File: config.mk
export PLATFORM = sky130hd
export DESIGN_NAME = hall_sector_direction_velocity
export DESIGN_NICKNAME = d
export VERILOG_FILES = /design/src/rtl/hsdv_pkg.sv /design/src/rtl/hsdv_ctrl.sv /design/src/rtl/hsdv_dp.sv /design/src/rtl/hall_sector_direction_velocity.sv
export SDC_FILE = /design/constraint.sdc
export NUM_CORES = 1
export LEC_CHECK = 0
export ABC_AREA = 1
export ABC_CLOCK_PERIOD_IN_PS = 2400
export BUFFER_PORTS_ARGS = -buffer_cell sky130_fd_sc_hd__buf_2
export CAP_MARGIN = 20
export CORE_MARGIN = 1.5
export CORE_UTILIZATION = 54
export CTS_CLUSTER_SIZE = 30
export DETAILED_ROUTE_END_ITERATION = 8
export PLACE_DENSITY_LB_ADDON = 0.25
export SYNTH_ARGS = -nofsm -noshare
export SYNTH_HDL_FRONTEND = slang
export SYNTH_SLANG_ARGS = --single-unit
File: constraint.sdc
create_clock -name clock -period 2.4 [get_ports clock]
set_clock_uncertainty 0.2 [all_clocks]
set_input_delay 0.24 -clock clock [delete_from_list [all_inputs] [get_ports clock]]
set_output_delay 0.24 -clock clock [all_outputs]
set_load 0.005 [all_outputs]
File: src/rtl/hsdv_pkg.sv
// ----------------------------------------------------------------------------
// hsdv_pkg
// shared constants, types and helpers of the hall sector / velocity decoder
// ----------------------------------------------------------------------------
package hsdv_pkg;

   localparam int TIME_BITS     = 32;
   localparam int VEL_FRAC_BITS = 8;
   localparam int VEL_BITS      = 32;
   localparam int CODE_BITS     = 3;
   localparam int ENTRY_BITS    = 4;
   localparam int SECTOR_BITS   = 3;
   localparam int NUM_SECTORS   = 6;

   // pi/3 * 1e6 in q.16
   localparam logic [63:0] K_Q16 = 64'd68629138715;

   // dividend width covers the widest velocity constant (16 fraction bits)
   localparam int DIV_BITS = 40;
   localparam int CNT_BITS = $clog2(DIV_BITS);

   localparam logic [VEL_BITS-2:0] VEL_MAX = {(VEL_BITS-1){1'b1}};

   localparam logic [31:0] SECTOR_MAP_RESET = 32'hF354120F;

   // register map, index taken from the word address
   localparam int  ADDR_BITS      = 3;
   localparam logic REG_SECTOR_MAP = 1'b0;

   // velocity constant rounded half up to VEL_FRAC_BITS fraction bits
   function automatic logic [DIV_BITS-1:0] vel_const();
      logic [63:0] k;
      int          sh;
      sh = 16 - VEL_FRAC_BITS;
      if (sh <= 0) begin
         k = K_Q16;
      end else begin
         k = (K_Q16 + (64'd1 << (sh - 1))) >> sh;
      end
      return k[DIV_BITS-1:0];
   endfunction

   localparam logic [DIV_BITS-1:0] VEL_CONST = vel_const();

   typedef struct packed {
      logic load;
      logic div_start;
      logic div_step;
      logic commit;
   } cmd_type;

   typedef struct packed {
      logic step;
   } status_type;

   typedef enum logic [4:0] {
      ST_IDLE   = 5'b00001,
      ST_EVAL   = 5'b00010,
      ST_DIV    = 5'b00100,
      ST_COMMIT = 5'b01000,
      ST_RESP   = 5'b10000
   } state_type;

endpackage

File: src/rtl/hsdv_ctrl.sv
// ----------------------------------------------------------------------------
// hsdv_ctrl
// sequencer: accept word, evaluate, run divider on a step, commit, present result
// ----------------------------------------------------------------------------
module hsdv_ctrl
   import hsdv_pkg::*;
(
   input  logic       clock,
   input  logic       reset,
   input  logic       req_valid,
   output logic       req_ready,
   output logic       rsp_valid,
   input  logic       rsp_ready,
   input  status_type status,
   output cmd_type    cmd
);

   state_type           state_ff, state_in;
   logic [CNT_BITS-1:0] cnt_ff, cnt_in;

   always_comb begin
      state_in  = state_ff;
      cnt_in    = cnt_ff;
      cmd       = '0;
      req_ready = 1'b0;
      rsp_valid = 1'b0;
      case (state_ff)
         ST_IDLE: begin
            req_ready = 1'b1;
            if (req_valid) begin
               cmd.load = 1'b1;
               state_in = ST_EVAL;
            end
         end
         ST_EVAL: begin
            if (status.step) begin
               cmd.div_start = 1'b1;
               cnt_in        = '0;
               state_in      = ST_DIV;
            end else begin
               cmd.commit = 1'b1;
               state_in   = ST_RESP;
            end
         end
         ST_DIV: begin
            cmd.div_step = 1'b1;
            cnt_in       = cnt_ff + 1'b1;
            if (cnt_ff == CNT_BITS'(DIV_BITS - 1)) begin
               state_in = ST_COMMIT;
            end
         end
         ST_COMMIT: begin
            cmd.commit = 1'b1;
            state_in   = ST_RESP;
         end
         ST_RESP: begin
            rsp_valid = 1'b1;
            if (rsp_ready) begin
               state_in = ST_IDLE;
            end
         end
         default: begin
            state_in = ST_IDLE;
         end
      endcase
   end

   always_ff @(posedge clock) begin
      if (reset) begin
         state_ff <= ST_IDLE;
         cnt_ff   <= '0;
      end else begin
         state_ff <= state_in;
         cnt_ff   <= cnt_in;
      end
   end

endmodule

File: src/rtl/hsdv_dp.sv
// ----------------------------------------------------------------------------
// hsdv_dp
// sector lookup, rotor state, direction and restoring divider for velocity
// ----------------------------------------------------------------------------
module hsdv_dp
   import hsdv_pkg::*;
(
   input  logic                   clock,
   input  logic                   reset,
   input  cmd_type                cmd,
   output status_type             status,
   input  logic [31:0]            sector_map,
   input  logic                   req_hall_a,
   input  logic                   req_hall_b,
   input  logic                   req_hall_c,
   input  logic [TIME_BITS-1:0]   req_time_us,
   output logic [CODE_BITS-1:0]   rsp_sample_code,
   output logic [SECTOR_BITS-1:0] rsp_sector,
   output logic                   rsp_dir_ccw,
   output logic signed [VEL_BITS-1:0] rsp_velocity,
   output logic                   rsp_stepped,
   output logic                   rsp_code_invalid
);

   // sample capture
   logic [CODE_BITS-1:0]   code_in;
   logic [ENTRY_BITS-1:0]  entry_in;
   logic                   invalid_in;
   logic [CODE_BITS-1:0]   code_ff;
   logic [SECTOR_BITS-1:0] entry_ff;
   logic                   invalid_ff;
   logic                   step_ff;
   logic                   first_ff;
   logic [TIME_BITS-1:0]   now_ff;

   // rotor state
   logic [SECTOR_BITS-1:0] sector_ff;
   logic                   known_ff;
   logic                   ccw_ff;
   logic [VEL_BITS-1:0]    vel_ff;
   logic [TIME_BITS-1:0]   last_ff;
   logic                   stepped_ff;

   // divider
   logic [TIME_BITS-1:0]   dt_ff;
   logic [TIME_BITS-1:0]   rem_ff;
   logic [DIV_BITS-1:0]    quot_ff;
   logic [TIME_BITS:0]     rem_shift;
   logic [TIME_BITS:0]     rem_trial;
   logic                   fits;

   logic signed [SECTOR_BITS:0] diff;
   logic                   ccw_in;
   logic [VEL_BITS-2:0]    mag;
   logic [VEL_BITS-1:0]    vel_in;

   assign code_in    = {req_hall_a, req_hall_b, req_hall_c};
   assign entry_in   = sector_map[code_in*ENTRY_BITS +: ENTRY_BITS];
   assign invalid_in = (entry_in >= ENTRY_BITS'(NUM_SECTORS));

   assign rem_shift = {rem_ff, quot_ff[DIV_BITS-1]};
   assign rem_trial = rem_shift - {1'b0, dt_ff};
   assign fits      = !rem_trial[TIME_BITS];

   assign diff = $signed({1'b0, entry_ff}) - $signed({1'b0, sector_ff});

   always_comb begin
      if (diff > 4'sd3) begin
         ccw_in = 1'b1;
      end else if (diff < -4'sd3) begin
         ccw_in = 1'b0;
      end else begin
         ccw_in = (diff > 4'sd0) ? 1'b0 : 1'b1;
      end
   end

   // quotient above the positive range saturates, zero elapsed time included
   assign mag    = (quot_ff > DIV_BITS'(VEL_MAX)) ? VEL_MAX : quot_ff[VEL_BITS-2:0];
   assign vel_in = ccw_in ? (VEL_BITS'(0) - {1'b0, mag}) : {1'b0, mag};

   always_ff @(posedge clock) begin
      if (cmd.load) begin
         code_ff    <= code_in;
         entry_ff   <= entry_in[SECTOR_BITS-1:0];
         invalid_ff <= invalid_in;
         now_ff     <= req_time_us;
      end
      if (cmd.div_start) begin
         dt_ff   <= now_ff - last_ff;
         rem_ff  <= '0;
         quot_ff <= VEL_CONST;
      end else if (cmd.div_step) begin
         if (fits) begin
            rem_ff <= rem_trial[TIME_BITS-1:0];
         end else begin
            rem_ff <= rem_shift[TIME_BITS-1:0];
         end
         quot_ff <= {quot_ff[DIV_BITS-2:0], fits};
      end
   end

   always_ff @(posedge clock) begin
      if (reset) begin
         step_ff    <= 1'b0;
         first_ff   <= 1'b0;
         sector_ff  <= '0;
         known_ff   <= 1'b0;
         ccw_ff     <= 1'b0;
         vel_ff     <= '0;
         last_ff    <= '0;
         stepped_ff <= 1'b0;
      end else begin
         if (cmd.load) begin
            step_ff    <= !invalid_in && known_ff &&
                          (entry_in[SECTOR_BITS-1:0] != sector_ff);
            first_ff   <= !invalid_in && !known_ff;
            stepped_ff <= 1'b0;
         end
         if (cmd.commit) begin
            if (first_ff) begin
               sector_ff <= entry_ff;
               known_ff  <= 1'b1;
            end
            if (step_ff) begin
               sector_ff  <= entry_ff;
               ccw_ff     <= ccw_in;
               vel_ff     <= vel_in;
               last_ff    <= now_ff;
               stepped_ff <= 1'b1;
            end
         end
      end
   end

   assign status.step = step_ff;

   assign rsp_sample_code  = code_ff;
   assign rsp_sector       = sector_ff;
   assign rsp_dir_ccw      = ccw_ff;
   assign rsp_velocity     = $signed(vel_ff);
   assign rsp_stepped      = stepped_ff;
   assign rsp_code_invalid = invalid_ff;

endmodule

File: src/rtl/hall_sector_direction_velocity.sv
// ----------------------------------------------------------------------------
// hall_sector_direction_velocity
// decodes hall samples into rotor sector, direction and held velocity
// ----------------------------------------------------------------------------
// usage
// - input channel req_*: one word per hall sample, three line levels
//   (a is code bit 2, c is code bit 0) and a wrapping microsecond timestamp
// - result channel rsp_*: exactly one word per sample with the hall code,
//   stored sector, direction, held velocity (signed, 8 fraction bits),
//   a step flag and an invalid-code flag
// - apb port: one register, sector_map at byte address 0, eight nibbles;
//   a nibble of 6 or more marks that hall code invalid; write only while idle
// - flow: a sample that does not step is committed straight after its
//   evaluation; a step first runs the restoring divider for one quotient bit
//   per cycle (40 bits), then commits its result
// - one sample at a time: req_ready is high only while the sequencer is
//   idle, so a new sample waits until the previous result is taken
// - reset: sector, direction, velocity and last step time clear, sector
//   unknown, sector_map back to its default; the first valid sample after
//   reset only loads the sector
// - stall: the result stays on rsp_* until taken, and no new sample is
//   accepted before then
// ----------------------------------------------------------------------------
module hall_sector_direction_velocity
   import hsdv_pkg::*;
(
   input  logic                   clock,
   input  logic                   reset,
   // sample input
   input  logic                   req_valid,
   output logic                   req_ready,
   input  logic                   req_hall_a,
   input  logic                   req_hall_b,
   input  logic                   req_hall_c,
   input  logic [TIME_BITS-1:0]   req_time_us,
   // result output
   output logic                   rsp_valid,
   input  logic                   rsp_ready,
   output logic [CODE_BITS-1:0]   rsp_sample_code,
   output logic [SECTOR_BITS-1:0] rsp_sector,
   output logic                   rsp_dir_ccw,
   output logic signed [VEL_BITS-1:0] rsp_velocity,
   output logic                   rsp_stepped,
   output logic                   rsp_code_invalid,
   // configuration
   input  logic                   psel,
   input  logic                   penable,
   input  logic                   pwrite,
   input  logic [ADDR_BITS-1:0]   paddr,
   input  logic [31:0]            pwdata,
   output logic [31:0]            prdata,
   output logic                   pready
);

   cmd_type     cmd;
   status_type  status;
   logic [31:0] sector_map_ff;
   logic        reg_sel;

   // word address picks the register, byte offset ignored
   assign reg_sel = (paddr[ADDR_BITS-1] == REG_SECTOR_MAP);
   assign pready  = 1'b1;

   // sector table register
   always_ff @(posedge clock) begin
      if (reset) begin
         sector_map_ff <= SECTOR_MAP_RESET;
      end else if (psel && penable && pwrite && pready && reg_sel) begin
         sector_map_ff <= pwdata;
      end
   end

   // read back, unmapped word reads zero
   assign prdata = reg_sel ? sector_map_ff : 32'd0;

   // sequencer
   hsdv_ctrl u_ctrl (
      .clock     (clock),
      .reset     (reset),
      .req_valid (req_valid),
      .req_ready (req_ready),
      .rsp_valid (rsp_valid),
      .rsp_ready (rsp_ready),
      .status    (status),
      .cmd       (cmd)
   );

   // lookup, rotor state and divider
   hsdv_dp u_dp (
      .clock            (clock),
      .reset            (reset),
      .cmd              (cmd),
      .status           (status),
      .sector_map       (sector_map_ff),
      .req_hall_a       (req_hall_a),
      .req_hall_b       (req_hall_b),
      .req_hall_c       (req_hall_c),
      .req_time_us      (req_time_us),
      .rsp_sample_code  (rsp_sample_code),
      .rsp_sector       (rsp_sector),
      .rsp_dir_ccw      (rsp_dir_ccw),
      .rsp_velocity     (rsp_velocity),
      .rsp_stepped      (rsp_stepped),
      .rsp_code_invalid (rsp_code_invalid)
   );

endmodule

== After elaboration in Yosys (flattened, before gate mapping) ==
Index checks and enable logic that the tools add are counted.

* Output and inout port bits: 76
* Logic and storage cells: 85
* Bits in registers: 258
* Input bits: 77

* Reductions and logical operators: 16
* Bitwise operators: 1
* Muxes and demuxes: 28
* Eq/ne operators: 11
* Shift-type cells: 1
* $lt $le $gt $ge: 5
* Add/sub/neg operators: 5

{| class="wikitable"
|+ Operator list
! cell !! count
|-
| $mux 32 || 3
|-
| $gt 40x31->1 const B || 1
|-
| $sub 33x32->33 || 1
|-
| $shiftx 32x6->4 || 1
|-
| $sub 1x31->32 const A || 1
|-
| $sub 32x32->32 || 1
|-
| $mux 31 || 1
|-
| $pmux 5 s5 || 1
|-
| $mux 5 || 4
|-
| $mux 1 || 14
|-
| $pmux 6 s2 || 1
|-
| $reduce_and 2->1 || 4
|-
| $add 6x1->6 const B || 1
|-
| $eq 6x6->1 const B || 1
|-
| $logic_and 1x1->1 || 6
|-
| $mux 3 || 2
|-
| $mux 6 || 1
|-
| $eq 5x1->1 const B || 1
|-
| $eq 5x2->1 const B || 1
|-
| $eq 5x3->1 const B || 1
|-
| $eq 5x4->1 const B || 1
|-
| $eq 5x5->1 const B || 1
|-
| $ge 4x3->1 const B || 1
|-
| $gt 4x1->1 const B || 1
|-
| other kinds (11) || 16
|}

== Depth between registers and ports, before layout ==
Gate-level depths: netlist of the first run.

* Depth in word-level cells: 6
* Depth in mapped cells: 20
* Depth with buffers taken out: 18

== Modules after synthesis ==
Synthesis of the first run repeated with hierarchy kept, for this count alone.

* Cell total of the unflattened synthesis: 2,291
* Area, all modules: 15,725.1 um^2

{| class="wikitable"
|+ By module, submodules not included
! module !! cells an instance !! times used !! area an instance (um^2) !! sequential area each (um^2)
|-
| hsdv_dp || 1,949 || 1 || 13,496.7 || 5,014.8
|-
| hall_sector_direction_velocity || 250 || 1 || 1,582.8 || 640.6
|-
| hsdv_ctrl || 92 || 1 || 645.6 || 220.2
|}

== Worst setup path before layout of the first run ==
No wires, ideal clock.

* Path type: flip-flop to flip-flop
* From: register u_dp.quot_ff[39]
* To: register u_dp.vel_ff[24] (netlist: u_dp.rsp_velocity[24])
* Setup slack: -304 ps
* Data arrival time: 2,395 ps
* Buffers on the path: 3
* Setup time: 109 ps
* Data required time: 2,091 ps
* Period minus slack after synthesis: 2,704 ps
* Stages on the path, launching flop included: 20
* Cell sequence: dfxtp_1 -> or2_1 -> nor2_4 -> nand2_4 -> buf_6 -> clkbuf_1 -> nor2_1 -> ha_1 -> inv_1 -> nor2_1 -> nand2_1 -> nor2_4 -> nand3b_1 -> nand2_2 -> buf_6 -> nand3_1 -> nand2_1 -> nand3_1 -> nand2_1 -> inv_1

* Longest elaborated chain between the ends: 4

{| class="wikitable"
|+ Ends and longest elaborated chain
! what !! RTL line !! RTL
|-
| from (decl) || hsdv_dp.sv:47 || <nowiki>logic [DIV_BITS-1:0] quot_ff;</nowiki>
|-
| from (signal assigned) || hsdv_dp.sv:98 || <nowiki>quot_ff <= {quot_ff[DIV_BITS-2:0], fits};</nowiki>
|-
| $gt 40x31->1 * || hsdv_dp.sv:78 || <nowiki>assign mag = (quot_ff > DIV_BITS'(VEL_MAX)) ? VEL_MAX : quot_ff[VEL_BITS-2:0];</nowiki>
|-
| $mux 31 * || hsdv_dp.sv:78 ||
|-
| $sub 1x31->32 || hsdv_dp.sv:79 || <nowiki>assign vel_in = ccw_in ? (VEL_BITS'(0) - {1'b0, mag}) : {1'b0, mag};</nowiki>
|-
| $mux 32 * || hsdv_dp.sv:79 ||
|-
| to (signal assigned) || hsdv_dp.sv:127 || <nowiki>vel_ff <= vel_in;</nowiki>
|-
| to (decl) || hsdv_dp.sv:40 || <nowiki>logic [VEL_BITS-1:0] vel_ff;</nowiki>
|}

Every way passes the cells marked *; elsewhere a longest branch is shown, timed or not.
A chain may end at the register's enable or synchronous reset.

== Worst setup path after layout of the first run ==
* From: register u_dp.dt_ff[0]
* To: register u_dp.rem_ff[13]

* Longest elaborated chain between the ends: 2

{| class="wikitable"
|+ Ends and longest elaborated chain
! what !! RTL line !! RTL
|-
| from (decl) || hsdv_dp.sv:45 || <nowiki>logic [TIME_BITS-1:0] dt_ff;</nowiki>
|-
| from (signal assigned) || hsdv_dp.sv:89 || <nowiki>dt_ff <= now_ff - last_ff;</nowiki>
|-
| $sub 33x32->33 || hsdv_dp.sv:62 || <nowiki>assign rem_trial = rem_shift - {1'b0, dt_ff};</nowiki>
|-
| $mux 32 || hsdv_dp.sv:93 || <nowiki>if (fits) begin</nowiki>
|-
| to (signal assigned) || hsdv_dp.sv:94 || <nowiki>rem_ff <= rem_trial[TIME_BITS-1:0];</nowiki>
|-
| to (signal assigned) || hsdv_dp.sv:96 || <nowiki>rem_ff <= rem_shift[TIME_BITS-1:0];</nowiki>
|-
| to (decl) || hsdv_dp.sv:46 || <nowiki>logic [TIME_BITS-1:0] rem_ff;</nowiki>
|}

Every way passes these cells.

==> results of run 1 <==
[through the flow]
stage | std cells | setup WS, ns | hold WS, ns | power (W) | utilization (%)
3_5_place_dp | 2780 | -0.2027 | 0.2181 | 0.006031 | 64.94
5_1_grt | 2924 | -0.4036 | 0.1808 | 0.01130 | 75.32
3_3_place_gp | 2780 | -0.1380 | 0.2160 | 0.006000 | 64.94
6_report | 2924 | -0.3077 | 0.1768 | 0.01092 | 75.32
4_1_cts | 2913 | -0.1682 | 0.1422 | 0.01071 | 72.36
2_1_floorplan | 2137 | -0.1473 | 0.1185 | 0.005543 | -
[layout make-up]
cell class	count	area, µm²	area share (%)
inverters	329	1250	6.106
multi-input cells	1475	8582	41.93
clock buffers	32	735.7	3.594
repair buffers	438	3316	16.20
well taps	372	465.4	2.274
clock inverters	20	244.0	1.192
flip-flops and latches	258	5877	28.71
[power breakdown]
| group | internal (W) | switching [W] | total (W) |
|---|---|---|---|
| clock network | 0.00265 | 0.00188 | 0.00454 |
| logic | 0.000755 | 0.000936 | 0.00169 |
| registers | 0.00462 | 0.0000754 | 0.00469 |
| total | 0.00803 | 0.00289 | 0.0109 |
[layer usage]
| metal | part of all wire (%) | vias up | global-route usage, % |
|---|---|---|---|
| met5 | 0 | - | 0 |
| met4 | 3.7 | 0 | 11.74 |
| met3 | 6.3 | 147 | 4.605 |
| met2 | 47 | 597 | 52.10 |
| met1 | 43 | 7360 | 40.25 |
| li1 | - | 7727 | - |
[cells in the final DEF, fill, tap and decap left out, types with 31 or more instances in the layout]
master / instances
nand3_1: 91
ha_1: 56
a21oi_1: 175
o21ai_0: 121
nand2_1: 468
buf_2: 149
nand2_2: 37
nand4_1: 31
dlygate4sd3_1: 70
o211ai_1: 43
edfxtp_1: 71
dfxtp_1: 186
nor2_1: 180
buf_4: 196
inv_1: 315
[timing repair]
| action | in CTS | in global routing |
|---|---|---|
| cloned | 2 | 3 |
| gates resized for setup | 61 | 167 |
| endpoints found under the setup margin | 73 | 114 |
| endpoints found under the hold margin | 83 | 0 |
| hold buffers | 70 | 0 |
| buffers inserted | 9 | 11 |
| pin swaps | 25 | 68 |
[path summary, 6_finish.rpt]
check | to | cells past startpoint
worst max-delay path | u_dp.rem_ff[13] | 18
worst min-delay path | u_dp.now_ff[31] | 2
worst max register to register | u_dp.rem_ff[13] | 18
worst min register to register | u_dp.last_ff[23] | 2
[cells by family (layout without fill, tap and decap cells)]
logic type	after synthesis	after routing
XOR/XNOR	56	56
buffers and inverters	405	819
AND/OR/NAND/NOR	912	913
multiplexers	1	1
flip-flops	258	258
other	1	1
adder cells (fa/ha/maj)	71	71
AO/OA/AOI/OAI	433	433
[sequential cells by signal, indices dropped and copies added (netlist names), 5 cells and up]
register / flops
u_dp.quot_ff: 40
sector_map_ff: 32
u_dp.dt_ff: 32
u_dp.last_ff: 32
u_dp.now_ff: 32
u_dp.rem_ff: 32
u_dp.rsp_velocity: 32
u_ctrl.cnt_ff: 6
u_ctrl.state_ff: 5
==> out/metrics.cfg, run 1 <==
[run_status]
status=complete, but fails checks
violations=negative setup slack

[clocking]
h-tree-depth=1
cts_buffers=28
clk_latency_ns=0.58
cts_root_buf=clkbuf_16
path_clk_slew_ns=0.06
cts_buffer_depth=3
cts.sinks=258
cts_tree=yes

[min_path]
min-delay-start=req_time_us[31]
hold_class=in2reg

[sta]
worst_slack_ns=-0.3077
tns_ns=-14.29
hold_viol_final=0
clock.fmax_ghz=0.3693
slew_headroom_pct=43.90
setup_viol=65
slew_violations=0
worst_slew_pin_slew_ns=0.8406
rsz0062_at_grt=true
min_period_ns=2.708
period_share_pct=112.8

[synthesis]
synthSimpleGateAreaFrac_pct=25.33
synth-xor-area-share_pct=3.256
synth_cell_types=47
synth_top_family_by_area=simple AND/OR/NAND/NOR gates
ys_async_sr_fraction_pct=0
synth.area.mux_share_pct=0.06645
synth_fa_ha_area_share_pct=6.047
yosysSeqAreaShare_pct=39.00
ys_top_cells_by_area=dfxtp_1 25%, edfxtp_1 14%, nand2_1 13%, inv_1 8.1%, a21oi_1 6.7%
yosys.area.top_type=dfxtp_1
syn-num-nets=2285
postSynthAreaPerCell_um2=7.049
synth_area_um2=15060
synth.top_cell.area_share_pct=24.85
yosys_warnings=0
ys_ff_latch=258
syn_inst=2137
ys_top_cells_by_count=519 x nand2_1, 326 x inv_1, 203 x a21oi_1, 193 x nor2_1, 187 x dfxtp_1
ys.flop_type=dfxtp_1
synth_edf_count=71
synth_compound_area_share_pct=15.97
synthMostInstantiatedCell=nand2_1

[placed_design]
dp_hpwl_mm=31.08
place_congestion=0.9737
port_buffers=149
dpl_cell_area_um2=17650

[floorplanning]
start_util_pct=55.43
dieWidth_um=170.0
fp.dieH_um=170.0
core-area_um2=27180
rows=60
io_pins=153
dieArea_um2=28910

[setup_path]
endpoint_kind=flop
cp.arrival_ns=2.93
rr_startpoint=u_dp.dt_ff[0]
critPathMaxFanout=6
slowest_delay_ns=0.42
start_kind=flop
crit_family=simple AND/OR/NAND/NOR gates
cp_common_cell=nand2_4
timing.critical_path.cells=ha_4 > fa_2 > inv_2 > nand2_2 > o21ai_2 > nand2_1 > nand2_2 > nand2_2 > nand2_4 > nand2_4 > nand2_4 > nand2_4 > nand2_4 > buf_6 > clkbuf_16 > nand2_2 > nand3_1 > a21oi_1
worst-path-buf-inv=3
crit_required_ns=2.63
path_class=reg2reg
startpoint=u_dp.dt_ff[0]
reg2reg_slack_ns=-0.31
critical_path.slowest_cell=edfxtp_1

[global_routing]
grt_use_total_pct=30.98
grt_pass1_wl_mm=72.18
gr-total-overflow=0
grt_pass1_vias=14930
grt_max_degree=81
antenna_found_initial=0

[route]
drtAntennaViolNets=0
post_drt_wl_per_cell_um=16.01
vias=15830
drtIter0Drc=1278
routed_via_density=5.414
drc_errors=0
first_pass_iters=5
wl_mm=46.81

[power_and_ir_drop]
ir_drop_uv=688.2
p_leak_nw=9.372
power_density_nw_per_um2=533.5

[layout]
area_delta_synth_final_pct=35.88
nets=2678
fill_cells=2021
n_antenna_cell=0
stdcell_area_um2=20470
layout-drive-gt1-share_pct=23.79

[job]
maxCapViolCount=0

Power figures use the tool's default switching activity.
==> inputs of run 2 (changes only) <==
CORE_MARGIN = 2   (was 1.5)
==> out/metrics.cfg, run 2 (synthesis gave the netlist of run 1 again) <==
[setup_path]
path_class=reg2reg
critPathMaxFanout=6  ; unchanged
slowest_delay_ns=0.38  ; -0.04 ns
crit_family=simple AND/OR/NAND/NOR gates
start_kind=flop
ff2ff_path_depth=17  ; -1
reg2reg_slack_ns=-0.28  ; +0.02 ns
critical_path.slowest_cell=edfxtp_1
endpoint_kind=flop
timing.critical_path.cells=ha_2 > fa_2 > inv_2 > nand2_2 > o21ai_2 > nand2_1 > nand2_2 > nand2_2 > nand2_4 > nand2_4 > buf_6 > nand3_4 > nand2_8 > clkbuf_16 > nand2_4 > nand3_2 > a21oi_1
worst-path-buf-inv=3  ; unchanged
rr_startpoint=u_dp.dt_ff[0]
cp.arrival_ns=2.95  ; +0.02 ns
r2r_end=u_dp.rem_ff[25]
crit_required_ns=2.67  ; +0.04 ns

[sta]
period_share_pct=111.8  ; -1.0 points
slew_violations=0  ; unchanged
hold_viol_final=0  ; unchanged
worst_slew_pin_slew_ns=0.8739  ; +0.03327 ns
clock.fmax_ghz=0.3727  ; +0.92%
min_period_ns=2.683  ; -0.02481 ns
setup_viol=60  ; -7.7%
worst_slack_ns=-0.2828  ; +0.02481 ns
rsz0062_at_grt=true
slew_headroom_pct=41.68  ; -2.2 points

[route]
drtIter0Drc=1255  ; -1.8%
drc_errors=0  ; unchanged
first_pass_iters=8  ; +3
drtAntennaViolNets=0  ; unchanged
vias=15970  ; +0.89%
wl_mm=48.20  ; +3.0%
routed_via_density=5.401  ; -0.24%
post_drt_wl_per_cell_um=16.30  ; +1.8%

[global_routing]
grt_pass1_wl_mm=72.18  ; unchanged
grt_max_degree=81  ; unchanged
gr-total-overflow=0  ; unchanged
grt_pass1_vias=15200  ; +1.8%
antenna_found_initial=0  ; unchanged
grt_use_total_pct=30.42  ; -0.56 points

[clocking]
clk_latency_ns=0.58  ; about the same
cts_root_buf=clkbuf_16
h-tree-depth=1  ; unchanged
cts.sinks=258  ; unchanged
path_clk_slew_ns=0.06  ; about the same
cts_buffer_depth=3  ; unchanged
cts_tree=yes
cts_buffers=28  ; unchanged

[power_and_ir_drop]
ir_drop_uv=596.1  ; -13%
power_density_nw_per_um2=505.6  ; -5.2%
p_total_w=0.01071  ; -1.9%
p_leak_nw=9.630  ; +2.7%

[min_path]
holdPathStages=4  ; +2
holdPathEnd=sector_map_ff[18]
min-delay-start=penable
hold_class=in2reg

[layout]
final_cell_mix=439 x nand2_1, 313 x inv_1, 210 x buf_4
regMostFlops=u_dp.quot_ff
n_antenna_cell=0  ; unchanged
layout_commonest_cell=nand2_1
area_delta_synth_final_pct=40.64
fill_cells=1992  ; -1.4%
largest_reg_flops=40  ; unchanged
nets=2705  ; +1.0%
layout-drive-gt1-share_pct=27.53  ; +3.7 points
final_core_util_pct=76.68  ; +1.4 points

[run_status]
status=complete, but fails checks
violations=negative setup slack

[floorplanning]
rows=61  ; +1.7%
core-area_um2=27630  ; +1.7%
fp.dieH_um=171.0  ; +0.59%
start_util_pct=54.52  ; -0.91 points
dieWidth_um=171.0  ; +0.59%
io_pins=153  ; unchanged
dieArea_um2=29250  ; +1.2%

[placed_design]
post-place-ws_ns=-0.2303  ; -0.02756 ns
place_congestion=0.9416  ; -3.3%
dp_hpwl_mm=30.57  ; -1.6%
port_buffers=149  ; unchanged

[job]
maxCapViolCount=0  ; unchanged

run 2: changes by cell type in the layout (fill, tap and decap cells not counted), moves of 14 or more:
cell	delta
nand3_1	-21
a21oi_2	+14
nand2_1	-29
nand2_4	+15
buf_4	+14
a21oi_1	-14
nand3_2	+21
run 2: worst max path at each step:
stage	start	end	slack, ns	cells after the start
detailed placement	u_dp.entry_ff[0]	u_dp.rsp_velocity[7]	-0.23	13
global route	u_dp.entry_ff[0]	u_dp.rsp_velocity[18]	-0.39	15
global placement	u_dp.now_ff[0]	u_dp.dt_ff[22]	-0.20	12
floorplan	u_dp.quot_ff[38]	u_dp.rsp_velocity[24]	-0.15	19
CTS	u_dp.entry_ff[0]	u_dp.rsp_velocity[9]	-0.17	12
finish	u_dp.dt_ff[0]	u_dp.rem_ff[25]	-0.28	17
run 2: timing repair:
action                                 4_1_cts  5_1_grt
hold buffers                                70        0
pin swaps                                   11       88
endpoints found under the hold margin       83        0
gates cloned                                 5        5
buffers inserted                            21       14
setup endpoints to repair                   74       81
gates resized for setup                     64      265
run 2: final cells by class:
| type | instances | area (µm²) | area share [%] |
|---|---|---|---|
| flip-flops and latches | 258 | 5877 | 27.74 |
| inverters | 329 | 1246 | 5.882 |
| clock inverters | 10 | 107.6 | 0.5079 |
| multi-input cells | 1475 | 8990 | 42.43 |
| well taps | 378 | 473.0 | 2.232 |
| repair buffers | 465 | 3700 | 17.46 |
| clock buffers | 42 | 793.3 | 3.744 |
run 2: metrics by stage:
stage          hold WS [ns]  instances  setup TNS (ns)  instance area [µm²]
3_3_place_gp         0.2159       2791          -3.865                17720
4_1_cts              0.1231       2939          -7.369                19860
3_5_place_dp         0.2181       2791          -8.166                17720
2_1_floorplan        0.1185       2137          -1.433                15180
5_1_grt              0.1561       2957          -19.54                21190
6_report             0.1549       2957          -12.15                21190
run 2: metal layers:
layer  GRT usage, %  share of wire (%)  up-vias
met3          4.303                5.9      152
li1               -                  -     7784
met2          52.33                 48      632
met1          39.20                 43     7404
met4          10.35                3.8        0
met5              0                  0        -
run 2: worst min-delay path: stages:
cell,delay [ns]
buf_2,0.09
and3_1,0.17
buf_4,0.23
o211ai_1,0.17
run 2: power by group:
group,switching [W],leakage (nW),internal [W],total (W)
Combinational,0.000963,7.02,0.000813,0.00178
Clock,0.00183,0.443,0.00240,0.00424
Sequential,0.0000796,2.17,0.00462,0.00470
